## src/design/bvm_pkg.sv

```systemverilog
// bvm_pkg: shared widths, codes and stage payload types for the battery voltage monitor.
// No dependencies; every other design file refers to it by scoped names.
`timescale 1ns / 1ps

package bvm_pkg;

  localparam int DATA_W    = 12;  // ADC sample, readings and register width
  localparam int SUM_W     = 16;  // block sum, holds 16 * 4095
  localparam int IDX_W     = 4;   // sample index within a block
  localparam int CNT_W     = 8;   // wrapping event counters
  localparam int CFG_IDX_W = 3;   // register index on the config channel

  localparam int SAMPLES_DEF        = 10;
  localparam int SHUTDOWN_COUNT_DEF = 5;
  localparam int UNDER_COUNT_DEF    = 5;
  localparam int ADC_BITS_DEF       = 12;

  typedef enum logic [1:0] {
    ST_VALID    = 2'd0,
    ST_UNSTABLE = 2'd1,
    ST_UNDER    = 2'd2
  } status_t;

  typedef enum logic [CFG_IDX_W-1:0] {
    REG_ADC_MIN        = 3'd0,
    REG_ADC_MAX        = 3'd1,
    REG_DIFF_MIN       = 3'd2,
    REG_DIFF_MAX       = 3'd3,
    REG_SHUTDOWN_LEVEL = 3'd4
  } cfg_reg_t;

  typedef struct packed {
    logic [DATA_W-1:0] adc_min;
    logic [DATA_W-1:0] adc_max;
    logic [DATA_W-1:0] diff_min;
    logic [DATA_W-1:0] diff_max;
    logic [DATA_W-1:0] shutdown_level;
  } cfg_t;

  // trimmed block sum on its way to the divider
  typedef struct packed {
    logic [SUM_W-1:0] trim;
    logic             on_battery;
    logic             display_on;
  } blk_t;

  // trimmed mean, masked to register width
  typedef struct packed {
    logic [DATA_W-1:0] mean;
    logic              on_battery;
    logic              display_on;
  } mean_t;

  typedef struct packed {
    status_t           status;
    logic [DATA_W-1:0] level;
    logic              shutdown_request;
  } res_t;

endpackage

```

## src/design/bvm_ifs.sv

```systemverilog
// bvm_ifs: valid/ready channel interfaces for samples, results and register writes.
// Depends on bvm_pkg for field widths.
`timescale 1ns / 1ps

interface bvm_sample_if;
  logic                       valid;
  logic                       ready;
  logic [bvm_pkg::DATA_W-1:0] adc_sample;
  logic                       on_battery;
  logic                       display_on;

  modport source (output valid, adc_sample, on_battery, display_on, input ready);
  modport sink   (input valid, adc_sample, on_battery, display_on, output ready);
endinterface

interface bvm_result_if;
  logic                       valid;
  logic                       ready;
  logic [1:0]                 status;
  logic [bvm_pkg::DATA_W-1:0] level;
  logic                       shutdown_request;

  modport source (output valid, status, level, shutdown_request, input ready);
  modport sink   (input valid, status, level, shutdown_request, output ready);
endinterface

interface bvm_cfg_if;
  logic                          valid;
  logic                          ready;
  logic [bvm_pkg::CFG_IDX_W-1:0] index;
  logic [bvm_pkg::DATA_W-1:0]    data;

  modport source (output valid, index, data, input ready);
  modport sink   (input valid, index, data, output ready);
endinterface

```

## src/design/bvm_cfg.sv

```systemverilog
// bvm_cfg: configuration register file, written one register per transaction.
// Depends on bvm_pkg (cfg_t, cfg_reg_t).
`timescale 1ns / 1ps

module bvm_cfg (
  input  logic                            clk,
  input  logic                            rst,
  input  logic                            wr_valid,
  output logic                            wr_ready,
  input  logic [bvm_pkg::CFG_IDX_W-1:0]   wr_index,
  input  logic [bvm_pkg::DATA_W-1:0]      wr_data,
  output bvm_pkg::cfg_t                   cfg
);

  assign wr_ready = 1'b1;

  always_ff @(posedge clk) begin
    if (rst) begin
      cfg.adc_min        <= '0;
      cfg.adc_max        <= '1;
      cfg.diff_min       <= '0;
      cfg.diff_max       <= bvm_pkg::DATA_W'(3);
      cfg.shutdown_level <= '0;
    end else if (wr_valid && wr_ready) begin
      unique case (bvm_pkg::cfg_reg_t'(wr_index))
        bvm_pkg::REG_ADC_MIN:        cfg.adc_min        <= wr_data;
        bvm_pkg::REG_ADC_MAX:        cfg.adc_max        <= wr_data;
        bvm_pkg::REG_DIFF_MIN:       cfg.diff_min       <= wr_data;
        bvm_pkg::REG_DIFF_MAX:       cfg.diff_max       <= wr_data;
        bvm_pkg::REG_SHUTDOWN_LEVEL: cfg.shutdown_level <= wr_data;
        default: ;  // unmapped index, write dropped
      endcase
    end
  end

endmodule

```

## src/design/bvm_accum.sv

```systemverilog
// bvm_accum: per-block running sum, maximum and minimum; emits the trimmed sum
// on the last sample of each block. Depends on bvm_pkg (blk_t, widths).
`timescale 1ns / 1ps

module bvm_accum #(
  parameter int SAMPLES  = bvm_pkg::SAMPLES_DEF,
  parameter int ADC_BITS = bvm_pkg::ADC_BITS_DEF
) (
  input  logic                       clk,
  input  logic                       rst,
  input  logic                       in_valid,
  output logic                       in_ready,
  input  logic [bvm_pkg::DATA_W-1:0] adc_sample,
  input  logic                       on_battery,
  input  logic                       display_on,
  output logic                       blk_valid,
  output bvm_pkg::blk_t              blk,
  input  logic                       blk_ready
);

  localparam int DW = bvm_pkg::DATA_W;
  localparam int SW = bvm_pkg::SUM_W;
  localparam logic [DW-1:0] SampleMask =
    (ADC_BITS >= DW) ? {DW{1'b1}} : DW'((1 << ADC_BITS) - 1);
  localparam logic [bvm_pkg::IDX_W-1:0] LastIdx = bvm_pkg::IDX_W'(SAMPLES - 1);

  logic [SW-1:0]             sample_sum;
  logic [DW-1:0]             sample_max;
  logic [DW-1:0]             sample_min;
  logic [bvm_pkg::IDX_W-1:0] sample_index;

  logic [DW-1:0] s;
  logic [SW-1:0] sum_next;
  logic [DW-1:0] max_next;
  logic [DW-1:0] min_next;
  logic          last;
  logic          accept;

  assign last     = (sample_index == LastIdx);
  // only the closing sample needs room downstream
  assign in_ready = !last || !blk_valid || blk_ready;
  assign accept   = in_valid && in_ready;

  always_comb begin
    s        = adc_sample & SampleMask;
    sum_next = sample_sum + SW'(s);
    max_next = (s > sample_max) ? s : sample_max;
    min_next = (s < sample_min) ? s : sample_min;
  end

  always_ff @(posedge clk) begin
    if (rst) begin
      sample_sum   <= '0;
      sample_max   <= '0;
      sample_min   <= SampleMask;
      sample_index <= '0;
      blk_valid    <= 1'b0;
    end else begin
      if (accept) begin
        if (last) begin
          sample_sum   <= '0;
          sample_max   <= '0;
          sample_min   <= SampleMask;
          sample_index <= '0;
        end else begin
          sample_sum   <= sum_next;
          sample_max   <= max_next;
          sample_min   <= min_next;
          sample_index <= sample_index + 1'b1;
        end
      end
      if (accept && last) begin
        blk_valid <= 1'b1;
      end else if (blk_ready) begin
        blk_valid <= 1'b0;
      end
    end
  end

  always_ff @(posedge clk) begin
    if (accept && last) begin
      blk.trim       <= sum_next - SW'(max_next) - SW'(min_next);
      blk.on_battery <= on_battery;
      blk.display_on <= display_on;
    end
  end

endmodule

```

## src/design/bvm_div.sv

```systemverilog
// bvm_div: divides the trimmed sum by SAMPLES-2 through an exact reciprocal multiply.
// Depends on bvm_pkg (blk_t, mean_t, widths).
`timescale 1ns / 1ps

module bvm_div #(
  parameter int SAMPLES = bvm_pkg::SAMPLES_DEF
) (
  input  logic           clk,
  input  logic           rst,
  input  logic           blk_valid,
  output logic           blk_ready,
  input  bvm_pkg::blk_t  blk,
  output logic           mean_valid,
  output bvm_pkg::mean_t mean,
  input  logic           mean_ready
);

  localparam int SW         = bvm_pkg::SUM_W;
  localparam int TrimDiv    = SAMPLES - 2;
  localparam int RecipShift = SW + $clog2(TrimDiv);
  localparam int RecipW     = SW + 1;
  localparam int ProdW      = SW + RecipW;
  // ceil(2^(N+l)/d) gives floor(x/d) exactly for every N-bit x
  localparam logic [RecipW-1:0] Recip =
    RecipW'(((64'd1 << RecipShift) + 64'(TrimDiv) - 64'd1) / 64'(TrimDiv));

  logic [ProdW-1:0] product;

  assign blk_ready = !mean_valid || mean_ready;
  assign product   = ProdW'(blk.trim) * ProdW'(Recip);

  always_ff @(posedge clk) begin
    if (rst) begin
      mean_valid <= 1'b0;
    end else if (blk_valid && blk_ready) begin
      mean_valid <= 1'b1;
    end else if (mean_ready) begin
      mean_valid <= 1'b0;
    end
  end

  always_ff @(posedge clk) begin
    if (blk_valid && blk_ready) begin
      mean.mean       <= bvm_pkg::DATA_W'(product >> RecipShift);
      mean.on_battery <= blk.on_battery;
      mean.display_on <= blk.display_on;
    end
  end

endmodule

```

## src/design/bvm_eval.sv

```systemverilog
// bvm_eval: clamps the mean into slot A or B, checks the pair for stability and
// the average for low voltage, and holds the result register. Depends on bvm_pkg.
`timescale 1ns / 1ps

module bvm_eval #(
  parameter int SHUTDOWN_COUNT = bvm_pkg::SHUTDOWN_COUNT_DEF,
  parameter int UNDER_COUNT    = bvm_pkg::UNDER_COUNT_DEF
) (
  input  logic           clk,
  input  logic           rst,
  input  bvm_pkg::cfg_t  cfg,
  input  logic           mean_valid,
  output logic           mean_ready,
  input  bvm_pkg::mean_t mean,
  output logic           res_valid,
  output bvm_pkg::res_t  res,
  input  logic           res_ready
);

  localparam int DW = bvm_pkg::DATA_W;
  localparam int CW = bvm_pkg::CNT_W;

  logic [DW-1:0] reading_a;
  logic [DW-1:0] reading_b;
  logic          slot_select;
  logic [CW-1:0] low_count;
  logic [CW-1:0] under_count;
  logic          rd_valid;
  logic          rd_on_battery;
  logic          rd_display_on;

  logic          rd_ready;
  logic          mean_fire;
  logic          rd_fire;
  logic [DW-1:0] clamped;
  logic [DW:0]   pair_sum;
  logic [DW-1:0] avg;
  logic [DW-1:0] diff;
  logic [CW-1:0] low_count_next;
  logic [CW-1:0] under_count_next;
  bvm_pkg::res_t res_next;

  assign rd_ready   = !res_valid || res_ready;
  assign mean_ready = !rd_valid || rd_ready;
  assign mean_fire  = mean_valid && mean_ready;
  assign rd_fire    = rd_valid && rd_ready;

  // with an inverted window, anything at or above adc_min lands on adc_max
  always_comb begin
    if (mean.mean >= cfg.adc_min && mean.mean <= cfg.adc_max) begin
      clamped = mean.mean;
    end else if (mean.mean > cfg.adc_max) begin
      clamped = cfg.adc_max;
    end else begin
      clamped = cfg.adc_min;
    end
  end

  always_comb begin
    pair_sum         = {1'b0, reading_a} + {1'b0, reading_b};
    avg              = pair_sum[DW:1];
    diff             = (reading_a >= reading_b) ? reading_a - reading_b
                                                : reading_b - reading_a;
    low_count_next   = low_count;
    under_count_next = under_count;
    res_next.status           = bvm_pkg::ST_VALID;
    res_next.level            = avg;
    res_next.shutdown_request = 1'b0;
    if (diff < cfg.diff_min || diff > cfg.diff_max) begin
      res_next.status = bvm_pkg::ST_UNSTABLE;
      res_next.level  = '0;
    end else if (rd_display_on) begin
      if (avg >= cfg.adc_min && avg <= cfg.adc_max) begin
        if (rd_on_battery && avg < cfg.shutdown_level) begin
          low_count_next            = low_count + 1'b1;
          res_next.shutdown_request = (low_count_next == CW'(SHUTDOWN_COUNT));
        end
      end else if (avg > cfg.adc_max) begin
        res_next.level = cfg.adc_max;
      end else begin
        under_count_next = under_count + 1'b1;
        if (under_count_next > CW'(UNDER_COUNT)) begin
          under_count_next          = '0;
          res_next.shutdown_request = 1'b1;
        end
        res_next.status = bvm_pkg::ST_UNDER;
        res_next.level  = '0;
      end
    end
  end

  always_ff @(posedge clk) begin
    if (rst) begin
      reading_a   <= '0;
      reading_b   <= '0;
      slot_select <= 1'b0;
      low_count   <= '0;
      under_count <= '0;
      rd_valid    <= 1'b0;
      res_valid   <= 1'b0;
    end else begin
      if (mean_fire) begin
        if (!slot_select) begin
          reading_a <= clamped;
        end else begin
          reading_b <= clamped;
        end
        slot_select <= !slot_select;
      end
      if (mean_fire) begin
        rd_valid <= 1'b1;
      end else if (rd_ready) begin
        rd_valid <= 1'b0;
      end
      if (rd_fire) begin
        low_count   <= low_count_next;
        under_count <= under_count_next;
        res_valid   <= 1'b1;
      end else if (res_ready) begin
        res_valid <= 1'b0;
      end
    end
  end

  always_ff @(posedge clk) begin
    if (mean_fire) begin
      rd_on_battery <= mean.on_battery;
      rd_display_on <= mean.display_on;
    end
    if (rd_fire) begin
      res <= res_next;
    end
  end

endmodule

```

## src/design/battery_voltage_monitor.sv

```systemverilog
// Battery voltage monitor. Takes one ADC sample per cycle on the sample channel, with no
// stalls except when the closing sample of a block meets a full pipeline. Every SAMPLES
// samples it forms the trimmed mean (sum less largest and smallest, divided by SAMPLES-2
// through a reciprocal multiply), alternates it into readings A and B, and delivers one
// result transaction: status, averaged level and a shutdown request. The result passes
// four registers (trimmed sum, multiply, reading update, result register) on the way to the
// result channel. The rate is set by the single add/compare accumulator.
// Register writes are taken every cycle and belong only to idle periods.
`timescale 1ns / 1ps

module battery_voltage_monitor #(
  parameter int SAMPLES        = bvm_pkg::SAMPLES_DEF,
  parameter int SHUTDOWN_COUNT = bvm_pkg::SHUTDOWN_COUNT_DEF,
  parameter int UNDER_COUNT    = bvm_pkg::UNDER_COUNT_DEF,
  parameter int ADC_BITS       = bvm_pkg::ADC_BITS_DEF
) (
  input  logic          clk,
  input  logic          rst,
  bvm_sample_if.sink    samp,
  bvm_result_if.source  result,
  bvm_cfg_if.sink       cfg
);

  bvm_pkg::cfg_t  cfg_regs;
  bvm_pkg::blk_t  blk;
  bvm_pkg::mean_t mean;
  bvm_pkg::res_t  res;
  logic           blk_valid;
  logic           blk_ready;
  logic           mean_valid;
  logic           mean_ready;

  bvm_cfg u_cfg (
    .clk      (clk),
    .rst      (rst),
    .wr_valid (cfg.valid),
    .wr_ready (cfg.ready),
    .wr_index (cfg.index),
    .wr_data  (cfg.data),
    .cfg      (cfg_regs)
  );

  bvm_accum #(
    .SAMPLES  (SAMPLES),
    .ADC_BITS (ADC_BITS)
  ) u_accum (
    .clk        (clk),
    .rst        (rst),
    .in_valid   (samp.valid),
    .in_ready   (samp.ready),
    .adc_sample (samp.adc_sample),
    .on_battery (samp.on_battery),
    .display_on (samp.display_on),
    .blk_valid  (blk_valid),
    .blk        (blk),
    .blk_ready  (blk_ready)
  );

  bvm_div #(
    .SAMPLES (SAMPLES)
  ) u_div (
    .clk        (clk),
    .rst        (rst),
    .blk_valid  (blk_valid),
    .blk_ready  (blk_ready),
    .blk        (blk),
    .mean_valid (mean_valid),
    .mean       (mean),
    .mean_ready (mean_ready)
  );

  bvm_eval #(
    .SHUTDOWN_COUNT (SHUTDOWN_COUNT),
    .UNDER_COUNT    (UNDER_COUNT)
  ) u_eval (
    .clk        (clk),
    .rst        (rst),
    .cfg        (cfg_regs),
    .mean_valid (mean_valid),
    .mean_ready (mean_ready),
    .mean       (mean),
    .res_valid  (result.valid),
    .res        (res),
    .res_ready  (result.ready)
  );

  assign result.status           = res.status;
  assign result.level            = res.level;
  assign result.shutdown_request = res.shutdown_request;

endmodule

```

## src/flat_wrapper.sv

```systemverilog
// flat-port wrapper written by rule: the top's interface ports become plain ports
module battery_voltage_monitor_flat 
#(
  parameter int SAMPLES        = bvm_pkg::SAMPLES_DEF,
  parameter int SHUTDOWN_COUNT = bvm_pkg::SHUTDOWN_COUNT_DEF,
  parameter int UNDER_COUNT    = bvm_pkg::UNDER_COUNT_DEF,
  parameter int ADC_BITS       = bvm_pkg::ADC_BITS_DEF
)
  (clk, rst, samp_valid, samp_adc_sample, samp_on_battery, samp_display_on, samp_ready, result_valid, result_status, result_level, result_shutdown_request, result_ready, cfg_valid, cfg_index, cfg_data, cfg_ready);
  bvm_sample_if samp_i ();
  bvm_result_if result_i ();
  bvm_cfg_if cfg_i ();
  input  logic clk;
  input  logic rst;
  input wire logic [$bits(samp_i.valid)-1:0] samp_valid;
  input wire logic [$bits(samp_i.adc_sample)-1:0] samp_adc_sample;
  input wire logic [$bits(samp_i.on_battery)-1:0] samp_on_battery;
  input wire logic [$bits(samp_i.display_on)-1:0] samp_display_on;
  output wire logic [$bits(samp_i.ready)-1:0] samp_ready;
  output wire logic [$bits(result_i.valid)-1:0] result_valid;
  output wire logic [$bits(result_i.status)-1:0] result_status;
  output wire logic [$bits(result_i.level)-1:0] result_level;
  output wire logic [$bits(result_i.shutdown_request)-1:0] result_shutdown_request;
  input wire logic [$bits(result_i.ready)-1:0] result_ready;
  input wire logic [$bits(cfg_i.valid)-1:0] cfg_valid;
  input wire logic [$bits(cfg_i.index)-1:0] cfg_index;
  input wire logic [$bits(cfg_i.data)-1:0] cfg_data;
  output wire logic [$bits(cfg_i.ready)-1:0] cfg_ready;
  assign samp_i.valid = samp_valid;
  assign samp_i.adc_sample = samp_adc_sample;
  assign samp_i.on_battery = samp_on_battery;
  assign samp_i.display_on = samp_display_on;
  assign samp_ready = samp_i.ready;
  assign result_valid = result_i.valid;
  assign result_status = result_i.status;
  assign result_level = result_i.level;
  assign result_shutdown_request = result_i.shutdown_request;
  assign result_i.ready = result_ready;
  assign cfg_i.valid = cfg_valid;
  assign cfg_i.index = cfg_index;
  assign cfg_i.data = cfg_data;
  assign cfg_ready = cfg_i.ready;
  battery_voltage_monitor #(.SAMPLES(SAMPLES), .SHUTDOWN_COUNT(SHUTDOWN_COUNT), .UNDER_COUNT(UNDER_COUNT), .ADC_BITS(ADC_BITS)) u_core (.clk(clk), .rst(rst), .samp(samp_i), .result(result_i), .cfg(cfg_i));
endmodule
```

## config.mk

```make
export PLATFORM = sky130hd
export DESIGN_NAME = battery_voltage_monitor_flat
export DESIGN_NICKNAME = d
export VERILOG_FILES = /design/src/design/bvm_pkg.sv /design/src/design/bvm_ifs.sv /design/src/design/bvm_cfg.sv /design/src/design/bvm_accum.sv /design/src/design/bvm_div.sv /design/src/design/bvm_eval.sv /design/src/design/battery_voltage_monitor.sv /design/src/flat_wrapper.sv
export SDC_FILE = /design/constraint.sdc
export NUM_CORES = 1
export LEC_CHECK = 0
export BUFFER_PORTS_ARGS = -buffer_cell sky130_fd_sc_hd__buf_2
export CAP_MARGIN = 20
export CORE_MARGIN = 2
export CORE_UTILIZATION = 56
export CTS_CLUSTER_DIAMETER = 200
export DETAILED_ROUTE_END_ITERATION = 6
export PLACE_DENSITY_LB_ADDON = 0.15
export SYNTH_ARGS = -nofsm -noshare
export SYNTH_HDL_FRONTEND = slang
export SYNTH_SLANG_ARGS = --single-unit
```

## constraint.sdc

```tcl
create_clock -name clk -period 6.4 [get_ports clk]
set_input_delay 1.6 -clock clk [delete_from_list [all_inputs] [get_ports clk]]
set_output_delay 1.6 -clock clk [all_outputs]
set_load 0.01 [all_outputs]
```

==> impl_metrics.yaml <==
synth:
  ys_top_cells_by_count: "ha_1 (170), nand2_1 (164), dfxtp_1 (148)"
  ys_seq_elements: 193
  ys_seq_area_share_pct: 33.4
  synth_nets: 1695
  syn_avg_cell_area_um2: 8.74
  synth_edf_count: 45
  synth_area_leaders: "dfxtp_1 (23%), ha_1 (16%), edfxtp_1 (10%)"
  netlist_instances: 1477
  synthFlopType: "dfxtp_1"
  synth_area_mm2: 0.0129
  synth_top_area_cell: "dfxtp_1"
  yosys.area.top_type_share_pct: 23.0
  synth_cell_types: 73
  ys_async_sr_fraction_pct: 0
  synth_most_common_cell: "ha_1"
  yosysWarnings: 0
timing:
  final.setup.tns_ns: 0
  relSlewSlack_pct: 29.1
  worst_pin_slew_ns: 1.06
  slew_violations: 0
  finalSetupViolCount: 0
  min_period_ns: 5.81
  fmax_mhz: 172
  finalClockSkew_ns: 0.0142
  finalHoldViolations: 0
  hold_slack_ns: 0.419
  period_share_pct: 90.8
  rsz0062_at_grt: "no"
global_routing:
  grt_util_all_layers_pct: 27.5
  grt_pass1_wl_um: 52800
  antenna_found_initial: 0
  grt_max_degree: 62
  grt.overflow.total: 0
  grt_pass1_vias: 10200
placement:
  dp_hpwl_um: 25100
  port_buffers: 50
  place_congestion: 0.923
  placedCellCount: 1772
hold_path:
  hp-class: "register to register"
clock_tree:
  clkTransAtPathRegs_ns: 0.07
  cts_made_buffers: 17
  clock_latency_ns: 0.44
  cts_sinks: 193
  clockBufferDepth: 2
  cts_max_level: 4
  cts_setup_buffers: 0
  cts_tree: "yes"
  cts-resized-gates: 0
  holdBufCountCts: 0
  clockRootBuffer: "clkbuf_16"
critical_path:
  required_ns: 6.76
  startpoint_type: "register"
  cp_max_fo: 11
  crit_type: "register to register"
  endpoint_kind: "register"
  arrival_ns: 6.17
floorplanning:
  die_w_um: 156
  dieArea_mm2: 0.0243
  chipHeight_um: 156
  initial_utilization_pct: 57.0
  coreArea_mm2: 0.0226
  ios: 52
  row_count: 55
power_and_ir_drop:
  finalPower_mw: 3.21
  p_leak_nw: 6.01
  irDropWorstVdd_uv: 204
  power_density_mw_per_mm2: 229
finish:
  num-fill-cells: 1968
  layout-drive-gt1-share_pct: 7.70
  fin_nets: 1725
  antennaDiodeCount: 0
  post-route-util_pct: 62.0
  final_cells: 1805
  area_delta_synth_final_pct: 8.65
route:
  drtIter0Drc: 794
  drt.antenna.violating_nets: 0
  wirelength_um: 32600
  dr.pass1.iters: 5
  vias: 10700
  vias_per_cell: 5.93
  route.detailed.drc: 0
  post_drt_wl_per_cell_um: 18.0
job:
  drv_cap: 0
status:
  status: "finished clean"
final timing paths:
check	slack, ns	depth (start not counted)	to	from
hold / removal	0.42	0	u_core.u_div.mean[11]	u_core.u_accum.blk[14]
setup reg to reg	0.59	21	u_core.u_eval.low_count[7]	u_core.u_eval.reading_b[0]
hold reg to reg	0.42	0	u_core.u_div.mean[11]	u_core.u_accum.blk[14]
setup / recovery	0.59	21	u_core.u_eval.low_count[7]	u_core.u_eval.reading_b[0]
routing by layer:
layer	vias to the layer above	share of wire (%)	GRT usage, %
met1	5105	43	34.3
met4	0	3.5	11.0
met5	-	0	0
met2	277	49	48.3
met3	53	4.0	3.44
li1	5276	-	-
power by group:
part           internal [mW]  switching [mW]  leakage (nW)
logic                  0.339           0.456          4.12
clock network          0.584           0.491         0.300
registers               1.32          0.0244          1.59
area by class of cell:
cell class                 instances  area [um^2]  area share [%]
clock inverter                    13          135           0.963
multi-input combinational       1089         7860            56.0
sequential                       193         4310            30.8
inverter                         141          529            3.77
timing repair buffer              65          365            2.60
clock buffer                      19          464            3.31
tap                              285          357            2.54
logic make-up (layout without fill, tap and decap cells):
logic type	after synthesis	in the layout	share of synthesized area (%)
other cells	1	1	0.0290
xor+xnor	48	48	3.26
flops	193	193	33.4
simple gates	447	447	16.1
fa+ha+maj	184	184	18.6
buf+inv	195	238	5.82
compound gates	386	386	20.9
mux	23	23	1.82
metrics by stage:
stage / worst slack [ns] / cell area (um^2)
detailed placement: 0.305 / 13400
finish: 0.587 / 14000
floorplan: 0.404 / 12900
global route: 0.159 / 14000
global placement: 0.362 / 13400
CTS: 0.577 / 14000
flip-flops by register name (all words and copies together) (netlist names), 4 cells and up:
register / count
u_core.u_accum.blk: 14
u_core.u_accum.sample_index: 4
u_core.u_accum.sample_max: 12
u_core.u_accum.sample_min: 12
u_core.u_accum.sample_sum: 15
u_core.u_cfg.cfg: 60
u_core.u_div.mean: 14
u_core.u_eval.low_count: 8
u_core.u_eval.reading_a: 12
u_core.u_eval.reading_b: 12
u_core.u_eval.res: 15
u_core.u_eval.under_count: 8
critical path, stage by stage (launching register included):
cell,delay [ns]
dfxtp_1,0.39
ha_1,0.17
inv_1,0.06
fa_1,0.39
a21o_1,0.20
a221oi_2,0.31
a21oi_1,0.15
a311o_1,0.35
a31oi_4,0.43
buf_4,0.26
mux2i_1,0.22
xnor2_1,0.22
ha_1,0.32
a21o_1,0.16
a21oi_1,0.13
nor2_1,0.06
a211oi_1,0.18
o221a_2,0.30
o2111ai_1,0.44
nor4_1,0.67
nand3_1,0.15
a21oi_1,0.17
cell usage in the layout, fill, tap and decap left out, types with 15 or more instances in the layout:
| cell | instances |
|---|---|
| a21o_1 | 43 |
| a221o_1 | 24 |
| a22o_1 | 24 |
| nand4_1 | 19 |
| nand2_1 | 164 |
| inv_1 | 141 |
| xnor2_1 | 39 |
| a21oi_1 | 121 |
| o21ai_0 | 36 |
| a22oi_1 | 16 |
| edfxtp_1 | 45 |
| ha_1 | 170 |
| nor2_1 | 118 |
| nand2b_1 | 16 |
| clkbuf_16 | 18 |
| a211o_1 | 15 |
| mux2i_1 | 19 |
| nor2b_1 | 22 |
| nor3_1 | 19 |
| dfxtp_1 | 148 |
| buf_4 | 16 |
| and2_1 | 26 |
| nand3_1 | 24 |
| buf_2 | 49 |
| o21a_1 | 18 |
| o211ai_1 | 18 |
Note: power is estimated with default switching activity, not from simulation.
